<file path="src/rtl/core/rfe_pkg.sv">
// ----------------------------------------------------------------------------
// rfe_pkg: shared types and constants of the rail fence encipher unit
// Field widths, default sizes and the job descriptor passed from the loading
// side to the emission side.
// ----------------------------------------------------------------------------
package rfe_pkg;

  // Fixed payload widths.
  localparam int BYTE_W     = 8;
  localparam int RAIL_CFG_W = 6;

  // Default sizes for the top-level parameters.
  localparam int DEF_MESSAGE_DEPTH = 64;
  localparam int DEF_MAX_RAILS     = 32;

  // Rail count after reset and the smallest usable rail count.
  localparam logic [RAIL_CFG_W-1:0] RAIL_COUNT_RESET = 6'd3;
  localparam logic [RAIL_CFG_W-1:0] RAIL_COUNT_MIN   = 6'd2;

  // Job fields are sized for the largest legal parameter values
  // (256-byte store, 32 rails); modules use the low bits they need.
  localparam int JOB_CNT_W  = 9;
  localparam int JOB_RAIL_W = 5;

  // One finished message waiting to be emitted.
  typedef struct packed {
    logic                  bank;      // store half that holds the message
    logic [JOB_CNT_W-1:0]  count;     // bytes in the message, at least one
    logic [JOB_RAIL_W-1:0] rails_m1;  // effective rail count minus one
  } rfe_job_t;

endpackage

</file>
<file path="src/rtl/core/rfe_if.sv">
// ----------------------------------------------------------------------------
// rfe_if: channel interfaces of the rail fence encipher unit
// Plaintext input, ciphertext output and rail count configuration channels,
// each a valid/ready handshake with its payload.
// ----------------------------------------------------------------------------
interface rfe_in_if import rfe_pkg::*; ();
  logic              valid;
  logic              ready;
  logic [BYTE_W-1:0] text_byte;
  logic              end_of_message;

  modport source (output valid, output text_byte, output end_of_message, input ready);
  modport sink   (input valid, input text_byte, input end_of_message, output ready);
endinterface

interface rfe_out_if import rfe_pkg::*; ();
  logic              valid;
  logic              ready;
  logic [BYTE_W-1:0] cipher_byte;
  logic              last_out;

  modport source (output valid, output cipher_byte, output last_out, input ready);
  modport sink   (input valid, input cipher_byte, input last_out, output ready);
endinterface

interface rfe_cfg_if import rfe_pkg::*; ();
  logic                  valid;
  logic                  ready;
  logic [RAIL_CFG_W-1:0] rail_count;

  modport source (output valid, output rail_count, input ready);
  modport sink   (input valid, input rail_count, output ready);
endinterface

</file>
<file path="src/rtl/core/rail_fence_encipher_unit.sv">
// ----------------------------------------------------------------------------
// rail_fence_encipher_unit: rail fence cipher encoder
// Collects a plaintext message and emits it as rail-major ciphertext.
// ----------------------------------------------------------------------------
// Usage:
//   text_in takes one plaintext byte per transaction; end_of_message on the
//   last byte closes the message. Bytes past MESSAGE_DEPTH are dropped, but
//   an end mark still closes the message. cipher_out gives one ciphertext
//   byte per transaction, rail 0 first, with last_out on the final byte.
//   cfg writes the rail count (values below 2 act as 2, above MAX_RAILS as
//   MAX_RAILS); it is sampled when the end-of-message transaction is taken.
// Timing:
//   Loading takes one byte per cycle. The store has two halves, so a new
//   message loads while the previous one is emitted; input stalls only when
//   both halves hold messages. When the emitter is free, the job passes
//   through the job queue and the emitter's job registers, and the first
//   ciphertext byte is then read into the read register. Emission gives one
//   byte per cycle while the receiver takes them, pausing at each rail change.
// Reset and stalls:
//   rst clears all control state and sets the rail count to 3; no clearing
//   pass is run. When the receiver stalls, the current byte is held in the
//   read register and emission pauses.
// ----------------------------------------------------------------------------
module rail_fence_encipher_unit import rfe_pkg::*; #(
  parameter int MESSAGE_DEPTH = DEF_MESSAGE_DEPTH,
  parameter int MAX_RAILS     = DEF_MAX_RAILS
) (
  input  logic      clk,
  input  logic      rst,
  rfe_in_if.sink    text_in,
  rfe_out_if.source cipher_out,
  rfe_cfg_if.sink   cfg
);

  localparam int AW        = $clog2(MESSAGE_DEPTH);
  localparam int RAM_DEPTH = 2 * (2 ** AW);

  logic              wr_en;
  logic [AW:0]       wr_addr;
  logic [BYTE_W-1:0] wr_data;
  logic              rd_en;
  logic [AW:0]       rd_addr;
  logic [BYTE_W-1:0] rd_data;
  logic              push;
  rfe_job_t          push_job;
  logic              pop;
  logic              job_valid;
  rfe_job_t          head_job;
  logic              job_done;

  // Loading side.
  rfe_front #(
    .MESSAGE_DEPTH (MESSAGE_DEPTH),
    .MAX_RAILS     (MAX_RAILS)
  ) u_front (
    .clk      (clk),
    .rst      (rst),
    .text_in  (text_in),
    .cfg      (cfg),
    .wr_en    (wr_en),
    .wr_addr  (wr_addr),
    .wr_data  (wr_data),
    .push     (push),
    .push_job (push_job),
    .job_done (job_done)
  );

  // Finished messages waiting for emission.
  rfe_job_queue u_queue (
    .clk       (clk),
    .rst       (rst),
    .push      (push),
    .push_job  (push_job),
    .pop       (pop),
    .job_valid (job_valid),
    .head_job  (head_job)
  );

  // Two-half message store.
  rfe_ram #(
    .WIDTH (BYTE_W),
    .DEPTH (RAM_DEPTH)
  ) u_store (
    .clk     (clk),
    .wr_en   (wr_en),
    .wr_addr (wr_addr),
    .wr_data (wr_data),
    .rd_en   (rd_en),
    .rd_addr (rd_addr),
    .rd_data (rd_data)
  );

  // Emission side.
  rfe_back #(
    .MESSAGE_DEPTH (MESSAGE_DEPTH),
    .MAX_RAILS     (MAX_RAILS)
  ) u_back (
    .clk        (clk),
    .rst        (rst),
    .job_valid  (job_valid),
    .head_job   (head_job),
    .pop        (pop),
    .job_done   (job_done),
    .rd_en      (rd_en),
    .rd_addr    (rd_addr),
    .rd_data    (rd_data),
    .cipher_out (cipher_out)
  );

endmodule

</file>
<file path="src/rtl/core/rfe_ram.sv">
// ----------------------------------------------------------------------------
// rfe_ram: generic simple dual-port RAM
// One write port, one read port with registered read data that holds its
// value while no read is enabled.
// ----------------------------------------------------------------------------
module rfe_ram #(
  parameter int WIDTH = 8,
  parameter int DEPTH = 128,
  localparam int AW   = $clog2(DEPTH)
) (
  input  logic             clk,
  input  logic             wr_en,
  input  logic [AW-1:0]    wr_addr,
  input  logic [WIDTH-1:0] wr_data,
  input  logic             rd_en,
  input  logic [AW-1:0]    rd_addr,
  output logic [WIDTH-1:0] rd_data
);

  logic [WIDTH-1:0] mem [DEPTH];

  // Write port.
  always_ff @(posedge clk) begin
    if (wr_en) begin
      mem[wr_addr] <= wr_data;
    end
  end

  // Registered read port.
  always_ff @(posedge clk) begin
    if (rd_en) begin
      rd_data <= mem[rd_addr];
    end
  end

endmodule

</file>
<file path="src/rtl/core/rfe_job_queue.sv">
// ----------------------------------------------------------------------------
// rfe_job_queue: two-entry queue of message jobs
// Holds finished messages between the loading side and the emission side.
// ----------------------------------------------------------------------------
module rfe_job_queue import rfe_pkg::*; (
  input  logic     clk,
  input  logic     rst,
  input  logic     push,
  input  rfe_job_t push_job,
  input  logic     pop,
  output logic     job_valid,
  output rfe_job_t head_job
);

  rfe_job_t   entries [2];
  logic       wr_ptr;
  logic       rd_ptr;
  logic [1:0] fill;

  assign job_valid = (fill != 2'd0);
  assign head_job  = entries[rd_ptr];

  // Pointers and fill level.
  always_ff @(posedge clk) begin
    if (rst) begin
      wr_ptr <= 1'b0;
      rd_ptr <= 1'b0;
      fill   <= 2'd0;
    end else begin
      if (push) begin
        wr_ptr <= ~wr_ptr;
      end
      if (pop) begin
        rd_ptr <= ~rd_ptr;
      end
      unique case ({push, pop})
        2'b10:   fill <= fill + 2'd1;
        2'b01:   fill <= fill - 2'd1;
        default: fill <= fill;
      endcase
    end
  end

  // Entry storage.
  always_ff @(posedge clk) begin
    if (push) begin
      entries[wr_ptr] <= push_job;
    end
  end

endmodule

</file>
<file path="src/rtl/core/rfe_front.sv">
// ----------------------------------------------------------------------------
// rfe_front: message loading side
// Takes plaintext transactions into the current store half, holds the rail
// count register and hands each finished message to the job queue.
// ----------------------------------------------------------------------------
module rfe_front import rfe_pkg::*; #(
  parameter int MESSAGE_DEPTH = DEF_MESSAGE_DEPTH,
  parameter int MAX_RAILS     = DEF_MAX_RAILS,
  localparam int AW           = $clog2(MESSAGE_DEPTH),
  localparam int CW           = $clog2(MESSAGE_DEPTH + 1)
) (
  input  logic              clk,
  input  logic              rst,
  rfe_in_if.sink            text_in,
  rfe_cfg_if.sink           cfg,
  output logic              wr_en,
  output logic [AW:0]       wr_addr,
  output logic [BYTE_W-1:0] wr_data,
  output logic              push,
  output rfe_job_t          push_job,
  input  logic              job_done
);

  logic [RAIL_CFG_W-1:0] rail_count;
  logic [RAIL_CFG_W-1:0] rails_eff;
  logic [CW-1:0]         byte_count;
  logic [CW-1:0]         byte_count_next;
  logic                  bank;
  logic [1:0]            jobs_open;
  logic                  has_room;
  logic                  take;

  // Both store halves busy means the current half still holds a message
  // that is waiting or being emitted.
  assign text_in.ready = (jobs_open != 2'd2);
  assign take          = text_in.valid && text_in.ready;
  assign cfg.ready     = 1'b1;

  // Store the byte while there is room; extra bytes are dropped.
  assign has_room        = (byte_count < CW'(MESSAGE_DEPTH));
  assign wr_en           = take && has_room;
  assign wr_addr         = {bank, byte_count[AW-1:0]};
  assign wr_data         = text_in.text_byte;
  assign byte_count_next = has_room ? byte_count + CW'(1) : byte_count;

  // Clamp the rail count into the legal range.
  always_comb begin
    priority if (rail_count < RAIL_COUNT_MIN) begin
      rails_eff = RAIL_COUNT_MIN;
    end else if (rail_count > RAIL_CFG_W'(MAX_RAILS)) begin
      rails_eff = RAIL_CFG_W'(MAX_RAILS);
    end else begin
      rails_eff = rail_count;
    end
  end

  // Job handed over with the end-of-message transaction.
  assign push              = take && text_in.end_of_message;
  assign push_job.bank     = bank;
  assign push_job.count    = JOB_CNT_W'(byte_count_next);
  assign push_job.rails_m1 = JOB_RAIL_W'(rails_eff - RAIL_CFG_W'(1));

  // Rail count register.
  always_ff @(posedge clk) begin
    if (rst) begin
      rail_count <= RAIL_COUNT_RESET;
    end else if (cfg.valid) begin
      rail_count <= cfg.rail_count;
    end
  end

  // Loading counter, store half select and open job count.
  always_ff @(posedge clk) begin
    if (rst) begin
      byte_count <= '0;
      bank       <= 1'b0;
      jobs_open  <= 2'd0;
    end else begin
      if (push) begin
        byte_count <= '0;
        bank       <= ~bank;
      end else if (take) begin
        byte_count <= byte_count_next;
      end
      unique case ({push, job_done})
        2'b10:   jobs_open <= jobs_open + 2'd1;
        2'b01:   jobs_open <= jobs_open - 2'd1;
        default: jobs_open <= jobs_open;
      endcase
    end
  end

endmodule

</file>
<file path="src/rtl/core/rfe_back.sv">
// ----------------------------------------------------------------------------
// rfe_back: ciphertext emission side
// Walks each rail of a queued message, jumping straight from one position
// of the rail to the next, and, unless the receiver stalls or a rail ends,
// reads one stored byte per cycle into the output register.
// ----------------------------------------------------------------------------
module rfe_back import rfe_pkg::*; #(
  parameter int MESSAGE_DEPTH = DEF_MESSAGE_DEPTH,
  parameter int MAX_RAILS     = DEF_MAX_RAILS,
  localparam int AW           = $clog2(MESSAGE_DEPTH),
  localparam int CW           = $clog2(MESSAGE_DEPTH + 1),
  localparam int RW           = $clog2(MAX_RAILS),
  localparam int PW           = $clog2(MESSAGE_DEPTH + 2 * MAX_RAILS)
) (
  input  logic              clk,
  input  logic              rst,
  input  logic              job_valid,
  input  rfe_job_t          head_job,
  output logic              pop,
  output logic              job_done,
  output logic              rd_en,
  output logic [AW:0]       rd_addr,
  input  logic [BYTE_W-1:0] rd_data,
  rfe_out_if.source         cipher_out
);

  logic          busy;
  logic          bank;
  logic [CW-1:0] count;
  logic [RW-1:0] rails_m1;
  logic [RW-1:0] rail;
  logic [PW-1:0] pos;
  logic          phase;
  logic [CW-1:0] emitted;
  logic          out_valid;
  logic          last_out;
  logic          in_range;
  logic          can_issue;
  logic          is_last;
  logic [RW:0]   step;

  assign cipher_out.valid       = out_valid;
  assign cipher_out.cipher_byte = rd_data;
  assign cipher_out.last_out    = last_out;

  // The RAM read register doubles as the output register.
  assign can_issue = !out_valid || cipher_out.ready;
  assign in_range  = (pos < PW'(count));
  assign rd_en     = busy && in_range && can_issue;
  assign rd_addr   = {bank, pos[AW-1:0]};
  assign is_last   = (CW'(emitted + CW'(1)) == count);
  assign job_done  = rd_en && is_last;
  assign pop       = !busy && job_valid;

  // Distance to the next position on this rail: a full period on the
  // outer rails, otherwise alternating down and up strokes.
  always_comb begin
    priority if ((rail == '0) || (rail == rails_m1)) begin
      step = {rails_m1, 1'b0};
    end else if (phase) begin
      step = {rail, 1'b0};
    end else begin
      step = {RW'(rails_m1 - rail), 1'b0};
    end
  end

  // Job load, rail walk and output register control.
  always_ff @(posedge clk) begin
    if (rst) begin
      busy      <= 1'b0;
      out_valid <= 1'b0;
    end else begin
      if (out_valid && cipher_out.ready) begin
        out_valid <= 1'b0;
      end
      if (pop) begin
        busy     <= 1'b1;
        bank     <= head_job.bank;
        count    <= CW'(head_job.count);
        rails_m1 <= RW'(head_job.rails_m1);
        rail     <= '0;
        pos      <= '0;
        phase    <= 1'b0;
        emitted  <= '0;
      end else if (busy) begin
        if (in_range) begin
          if (can_issue) begin
            out_valid <= 1'b1;
            last_out  <= is_last;
            emitted   <= emitted + CW'(1);
            pos       <= pos + PW'(step);
            phase     <= ~phase;
            if (is_last) begin
              busy <= 1'b0;
            end
          end
        end else begin
          // Rail exhausted: start the next one at its first position.
          rail  <= rail + RW'(1);
          pos   <= PW'(rail) + PW'(1);
          phase <= 1'b0;
        end
      end
    end
  end

endmodule

</file>
<file path="src/flat_wrapper.sv">
// flat-port wrapper written by rule: the top's interface ports become plain ports
module rail_fence_encipher_unit_flat import rfe_pkg::*;
#(
  parameter int MESSAGE_DEPTH = DEF_MESSAGE_DEPTH,
  parameter int MAX_RAILS     = DEF_MAX_RAILS
)
  (clk, rst, text_in_valid, text_in_text_byte, text_in_end_of_message, text_in_ready, cipher_out_valid, cipher_out_cipher_byte, cipher_out_last_out, cipher_out_ready, cfg_valid, cfg_rail_count, cfg_ready);
  rfe_in_if text_in_i ();
  rfe_out_if cipher_out_i ();
  rfe_cfg_if cfg_i ();
  input  logic clk;
  input  logic rst;
  input wire logic [$bits(text_in_i.valid)-1:0] text_in_valid;
  input wire logic [$bits(text_in_i.text_byte)-1:0] text_in_text_byte;
  input wire logic [$bits(text_in_i.end_of_message)-1:0] text_in_end_of_message;
  output wire logic [$bits(text_in_i.ready)-1:0] text_in_ready;
  output wire logic [$bits(cipher_out_i.valid)-1:0] cipher_out_valid;
  output wire logic [$bits(cipher_out_i.cipher_byte)-1:0] cipher_out_cipher_byte;
  output wire logic [$bits(cipher_out_i.last_out)-1:0] cipher_out_last_out;
  input wire logic [$bits(cipher_out_i.ready)-1:0] cipher_out_ready;
  input wire logic [$bits(cfg_i.valid)-1:0] cfg_valid;
  input wire logic [$bits(cfg_i.rail_count)-1:0] cfg_rail_count;
  output wire logic [$bits(cfg_i.ready)-1:0] cfg_ready;
  assign text_in_i.valid = text_in_valid;
  assign text_in_i.text_byte = text_in_text_byte;
  assign text_in_i.end_of_message = text_in_end_of_message;
  assign text_in_ready = text_in_i.ready;
  assign cipher_out_valid = cipher_out_i.valid;
  assign cipher_out_cipher_byte = cipher_out_i.cipher_byte;
  assign cipher_out_last_out = cipher_out_i.last_out;
  assign cipher_out_i.ready = cipher_out_ready;
  assign cfg_i.valid = cfg_valid;
  assign cfg_i.rail_count = cfg_rail_count;
  assign cfg_ready = cfg_i.ready;
  rail_fence_encipher_unit #(.MESSAGE_DEPTH(MESSAGE_DEPTH), .MAX_RAILS(MAX_RAILS)) u_core (.clk(clk), .rst(rst), .text_in(text_in_i), .cipher_out(cipher_out_i), .cfg(cfg_i));
endmodule
</file>
<file path="config.mk">
export PLATFORM = sky130hd
export DESIGN_NAME = rail_fence_encipher_unit_flat
export DESIGN_NICKNAME = d
export VERILOG_FILES = /design/src/rtl/core/rfe_pkg.sv /design/src/rtl/core/rfe_if.sv /design/src/rtl/core/rail_fence_encipher_unit.sv /design/src/rtl/core/rfe_ram.sv /design/src/rtl/core/rfe_job_queue.sv /design/src/rtl/core/rfe_front.sv /design/src/rtl/core/rfe_back.sv /design/src/flat_wrapper.sv
export SDC_FILE = /design/constraint.sdc
export NUM_CORES = 1
export LEC_CHECK = 0
export ABC_AREA = 1
export BUFFER_PORTS_ARGS = -buffer_cell sky130_fd_sc_hd__buf_2
export CORE_MARGIN = 10
export CORE_UTILIZATION = 57
export CTS_CLUSTER_DIAMETER = 80
export DETAILED_ROUTE_END_ITERATION = 8
export PLACE_DENSITY = 0.77
export SLEW_MARGIN = 20
export SYNTH_ARGS = -nofsm -noshare
export SYNTH_HDL_FRONTEND = slang
export SYNTH_SLANG_ARGS = --single-unit
export TNS_END_PERCENT = 10
</file>
<file path="constraint.sdc">
create_clock -name clk -period 2.63 [get_ports clk]
set_input_delay 0.3945 -clock clk [delete_from_list [all_inputs] [get_ports clk]]
set_output_delay 0.3945 -clock clk [all_outputs]
set_load 0.01 [all_outputs]
</file>
======== After elaboration in Yosys (flattened, before gate mapping) ========
Memory sizes are Yosys's and may differ from the RTL's. A register that Yosys moved wholly into a read port is not among the register bits.
Cells that the tools add are included.
word-level totals
  bits in registers ....................... 43
  RAM bits ................................ 1,050
  input port bits ......................... 20
  output and inout port bits .............. 12
  memories kept ........................... 2
memory list
  name                    depth  bits a word  rd ports  clocked after Yosys merged registers in  wr ports  RTL line             text
  u_core.u_store.mem      128    8            1         1                                        1         rfe_ram.sv:20        logic [WIDTH-1:0] mem [DEPTH];
  u_core.u_queue.entries  2      13           1         1                                        1         rfe_job_queue.sv:15  rfe_job_t entries [2];
cells by class
  add/sub/neg operators ................... 11
  $lt $le $gt $ge ......................... 4
  equality and inequality tests ........... 9
  mux-type cells .......................... 32
  bitwise logic cells ..................... 6
  reductions and logical operators ........ 25
operators with widths
  operator             number
  $mux 7               7
  $mux 5               4
  $mux 1               17
  $add 7x1->7 const B  2
  $mux 6               2
  $reduce_bool 2->1    6
  $logic_and 1x1->1    8
  $pmux 2 s2           2
  $add 7x6->7          1
  $eq 7x7->1           1
  $lt 7x7->1           1
  $lt 7x7->1 const B   1
  $add 5x1->6 const B  1
  $gt 6x6->1 const B   1
  $lt 6x2->1 const B   1
  $not 1->1            6
  $reduce_and 3->1     2
  $add 5x1->5 const B  1
  $eq 5x5->1           1
  $logic_not 5->1      1
  $reduce_and 5->1     1
  $sub 5x1->5 const B  1
  $sub 5x5->5          1
  $add 2x1->2 const B  2
  other kinds (11)     16

======== Depth between registers and ports, before layout ========
  depth after elaboration ................. 7
  mapped depth ............................ 17
  mapped depth without buffers ............ 17

======== Cells and area by module ========
From an unflattened synthesis, not the netlist that was laid out.
unflattened totals
  cell total of the unflattened synthesis .. 4,080
  area, all modules ....................... 46,961.3 um^2
modules (own cells, without submodules)
  module         times used  cells each  area an instance (um^2)
  rfe_ram        1           3,575       42,184.2
  rfe_back       1           269         2,363.5
  rfe_job_queue  1           78          1,358.8
  rfe_front      1           158         1,054.8

======== Least setup slack after synthesis ========
No wires, ideal clock.
  path kind ............................... register to register
  start point ............................. register u_core.u_back.rail[3]
  end point ............................... register u_core.u_back.pos[5] (data pin)
  library setup time ...................... 0.262 ns
  arrival time ............................ 2.445 ns
  data required time ...................... 2.368 ns
  path slack .............................. -0.076 ns
  cell stages (with the launch flop) ...... 16
  clock period less this slack ............ 2.706 ns
  path through ............................ edfxtp_1 > inv_1 > ha_1 > nand2_1 > inv_1 > nand4_1 > nand2_1 > inv_1 > o21ai_0 > ha_1 > inv_1 > fa_1 > o21ai_0 > xor2_1 > o21ai_0 > a21oi_1
between the ends
  longest elaborated chain between the ends .. 7
  elaborated cells on any way between the ends .. 11
  those cells by class .................... add/sub (3); eq/ne (1); mux (5); reduce/logical (2)
ends and longest elaborated chain
  element                                            RTL line                        text
  start, declared                                    rfe_back.sv:31                  logic [RW-1:0] rail;
  start signal, assigned                             rfe_back.sv:99                  rail <= rail + RW'(1);
  $sub 5x5->5 (tied with other cells)                rfe_back.sv:63                  step = {RW'(rails_m1 - rail), 1'b0};
  $mux 6 / $logic_or 1x1->1 (equally long branches)  rfe_back.sv:60, rfe_back.sv:58
  $mux 6                                             rfe_back.sv:58                  priority if ((rail == '0) || (rail == rails_m1)) begin
  $add 7x6->7                                        rfe_back.sv:91                  pos <= pos + PW'(step);
  $mux 7                                             rfe_back.sv:87                  if (can_issue) begin
  $mux 7 (*)                                         rfe_back.sv:86                  if (in_range) begin
  $mux 7 (*)                                         rfe_back.sv:85                  end else if (busy) begin
  end signal, assigned                               rfe_back.sv:91
  end signal, assigned                               rfe_back.sv:100                 pos <= PW'(rail) + PW'(1);
  end, declared                                      rfe_back.sv:32                  logic [PW-1:0] pos;
Every way passes the cells marked *; elsewhere a longest branch is shown, timed or not. The select of a mux whose other input is x is not followed.
A chain may end at the register's enable or synchronous reset.

======== Worst setup path after layout ========
  start point ............................. register u_core.u_back.rails_m1[2]
  end point ............................... register u_core.u_back.pos[5] (data pin)
between the ends
  longest elaborated chain between the ends .. 7
  elaborated cells on any way between the ends .. 9
  those cells by class .................... add/sub (2); eq/ne (1); mux (5); reduce/logical (1)
ends and longest elaborated chain
  element                                            RTL line                        text
  start, declared                                    rfe_back.sv:30                  logic [RW-1:0] rails_m1;
  start signal, assigned                             rfe_back.sv:80                  rails_m1 <= RW'(head_job.rails_m1);
  $sub 5x5->5 / $eq 5x5->1 (equally long branches)   rfe_back.sv:63, rfe_back.sv:58
  $mux 6 / $logic_or 1x1->1 (equally long branches)  rfe_back.sv:60, rfe_back.sv:58
  $mux 6 (*)                                         rfe_back.sv:58
  $add 7x6->7 (*)                                    rfe_back.sv:91
  $mux 7 (*)                                         rfe_back.sv:87
  $mux 7 (*)                                         rfe_back.sv:86
  $mux 7 (*)                                         rfe_back.sv:85
Marked as above.

==> flow_summary.toml <==
[sta]
finalHoldViolCount = 0
finalSetupViolCount = 2
drv_slew = 0
fmax_mhz = 370
hold_ws_ns = 0.0333
relSlewSlack_pct = 33.7
rsz0062_at_grt = "yes"
period_minus_slack_ns = 2.71
setup_ws_ns = -0.0762
worstMarginPinSlew_ns = 0.992
finClkSkew_ns = 0.0230
layout_worst_path_cycle_share_pct = 103

[floorplan]
dieArea_um2 = 93400
rows = 104
die_w_um = 306
die_h_um = 306
coreArea_um2 = 80700
ios = 32
floorplan.initialDensity_pct = 57.6

[cells_and_area]
synthToLayoutAreaGrowth_pct = 13.0
n_antenna_cell = 0
fin_nets = 4245
layout_commonest_cell = "nand2_1"
fillCellCount = 5658
multi_input_area_um2 = 11400
layout_common_cells = "nand2_1 (1305), edfxtp_1 (1092), nand3_1 (946)"
regArea_um2 = 33200
final_layout_size_suffix_gt1_share_pct = 11.0

[synthesis]
async_flop_share_pct = 0
avgSynthCellArea_um2 = 11.5
yosysUniqueCellTypes = 32
synth_fp_nets = 4070
synth_seq_area_share_pct = 71.5
synth_cells = 4026
ys_seq_elements = 1114
synth_edf_count = 1092
syn_area_um2 = 46500
ys.warnings.count = 0
synth_ff_type = "edfxtp_1"

[detailed_routing]
dr.pass1.iters = 7
drc_errors = 0
antenna_left = 0
drt-wirelength-per-cell_um = 21.8
routed_via_density = 5.93
routed_wirelength_um = 117000
drtIter0Drc = 4204
vias = 31728

[job]
cap_violations = 0

[clock_tree]
clk_pin_slew_ns = 0.07
cts_tree = "yes"
cts_buffer_depth = 3
clock_latency_ns = 0.67
cts_sinks = 1114
ctsHtreeMaxLevel = 3
numCtsBuffers = 107
cts_root_buf = "clkbuf_16"

[run_status]
status = "complete, but fails checks"
violations = "negative setup slack"

[setup_path]
r2r_cells = 15
start_kind = "flop"
critPathMaxFanout = 6
cp.arrival_ns = 3.12
path_class = "flop to flop"
required_ns = 3.04
endpoint_kind = "flop"

[pwr]
powerDensity_nw_per_um2 = 1060
ir_worst_vdd_mv = 0.717
total_power_w = 0.0556
p_leak_nw = 19.4

[placement]
place_ws_ns = -0.228
numPortBuffers = 30
dp_hpwl_um = 68700
place.gp.congestion = 0.890

[min_path]
min_path_type = "input pin to flop"
min_path_cells = 4

[grt]
antenna_found_initial = 2
grt_pass1_wl_um = 177000
grt_usage_pct = 24.4
gr-total-overflow = 0
grt_max_degree = 113
grt_pass1_vias = 30890
-- through the flow --
step | cells | utilization (%) | instance area, um2 | setup TNS (ns)
finish | 5348 | 65.1 | 52500 | -0.142
CTS | 5346 | 65.0 | 52500 | -0.0744
global route | 5348 | 65.1 | 52500 | -0.655
detailed placement | 5140 | 60.7 | 49000 | -0.374
floorplan | 4026 | - | 46500 | 0
global placement | 5140 | 60.7 | 49000 | -0.382
-- report_power, final --
part           switching [W]  internal (W)  leakage [nW]
combinational         0.0138       0.00634          7.69
sequential          0.000354        0.0201          10.0
clock                0.00645       0.00852          1.67
total                 0.0206        0.0350          19.4
-- synth_stat cells, types with 4 or more instances --
master	n	area share, %
edfxtp_1	1092	71
nor3_1	4	0.043
buf_4	15	0.24
dfxtp_1	22	0.95
xor2_1	19	0.36
nand3_1	946	10
inv_1	89	0.72
nor2_1	195	1.6
buf_1	26	0.21
nand4_1	4	0.054
o21ai_0	27	0.29
ha_1	22	0.59
buf_2	105	1.1
buf_6	59	1.4
clkbuf_1	33	0.27
nand2_1	1306	11
xnor2_1	6	0.11
a21oi_1	35	0.38
-- sequential cells by signal (all words and copies together), names as in the netlist --
name / flops
u_core.u_store.mem: 1024
u_core.u_queue.entries: 26
u_core.u_store.rd_data: 8
u_core.u_back.count: 7
u_core.u_back.emitted: 7
u_core.u_back.pos: 7
u_core.u_front.byte_count: 7
u_core.u_front.rail_count: 6
u_core.u_back.rail: 5
u_core.u_back.rails_m1: 5
u_core.u_front.jobs_open: 2
u_core.u_queue.fill: 2
u_core.u_back.bank: 1
u_core.u_back.busy: 1
u_core.u_back.cipher_out.last_out: 1
u_core.u_back.cipher_out.valid: 1
u_core.u_back.phase: 1
u_core.u_front.bank: 1
u_core.u_queue.rd_ptr: 1
u_core.u_queue.wr_ptr: 1
-- area by class of cell --
type | count | area share (%)
inverter | 92 | 0.717
timing repair buffer | 304 | 5.26
multi-input combinational | 2582 | 21.7
sequential | 1114 | 63.3
tap | 1060 | 2.53
clock inverter | 63 | 1.06
clock buffer | 133 | 5.41
-- repair_timing --
item | CTS | global route
endpoints found under the hold margin | 6 | 0
setup buffers | 2 | 2
endpoints found under the setup margin | 3 | 6
hold buffers | 8 | 0
pin swaps | 6 | 6
resized for setup | 14 | 8
-- worst paths after layout --
kind / from / end / slack, ns
setup / recovery: u_core.u_back.rails_m1[2] / u_core.u_back.pos[5] / -0.08
hold / removal: cipher_out_ready / u_core.u_back.cipher_out.valid / 0.03
setup reg to reg: u_core.u_back.rails_m1[2] / u_core.u_back.pos[5] / -0.08
hold reg to reg: u_core.u_front.rail_count[0] / u_core.u_front.rail_count[0] / 0.48
-- cells by family (layout without fill, tap and decap cells) --
kind of cell | after synthesis | after routing | share of synthesized area (%)
simple gates | 2462 | 2462 | 22.5
flops | 1114 | 1114 | 71.5
buf+inv | 330 | 592 | 4.04
xor+xnor | 25 | 25 | 0.471
fa+ha+maj | 24 | 24 | 0.678
other cells | 1 | 1 | 0.00807
compound gates | 70 | 70 | 0.794
-- per-layer routing --
layer / global-route usage (%) / wire length [um]
met5: 0 / 0
met4: 11.0 / 4920
met3: 3.91 / 12100
met2: 39.6 / 55500
met1: 32.5 / 44000
-- critical path: stages (launching register included) --
cell and delay (ns):
edfxtp_1 0.43, ha_4 0.31, nand2_1 0.05, inv_1 0.07, nand4_1 0.11, nand2_2 0.17
inv_2 0.06, buf_4 0.14, nor2_1 0.08, a21oi_1 0.06, ha_1 0.36, a21oi_2 0.18
o21ai_2 0.07, xor2_1 0.13, o21ai_0 0.15, a21oi_1 0.06
No activity file was read; power rests on OpenSTA's default activity.
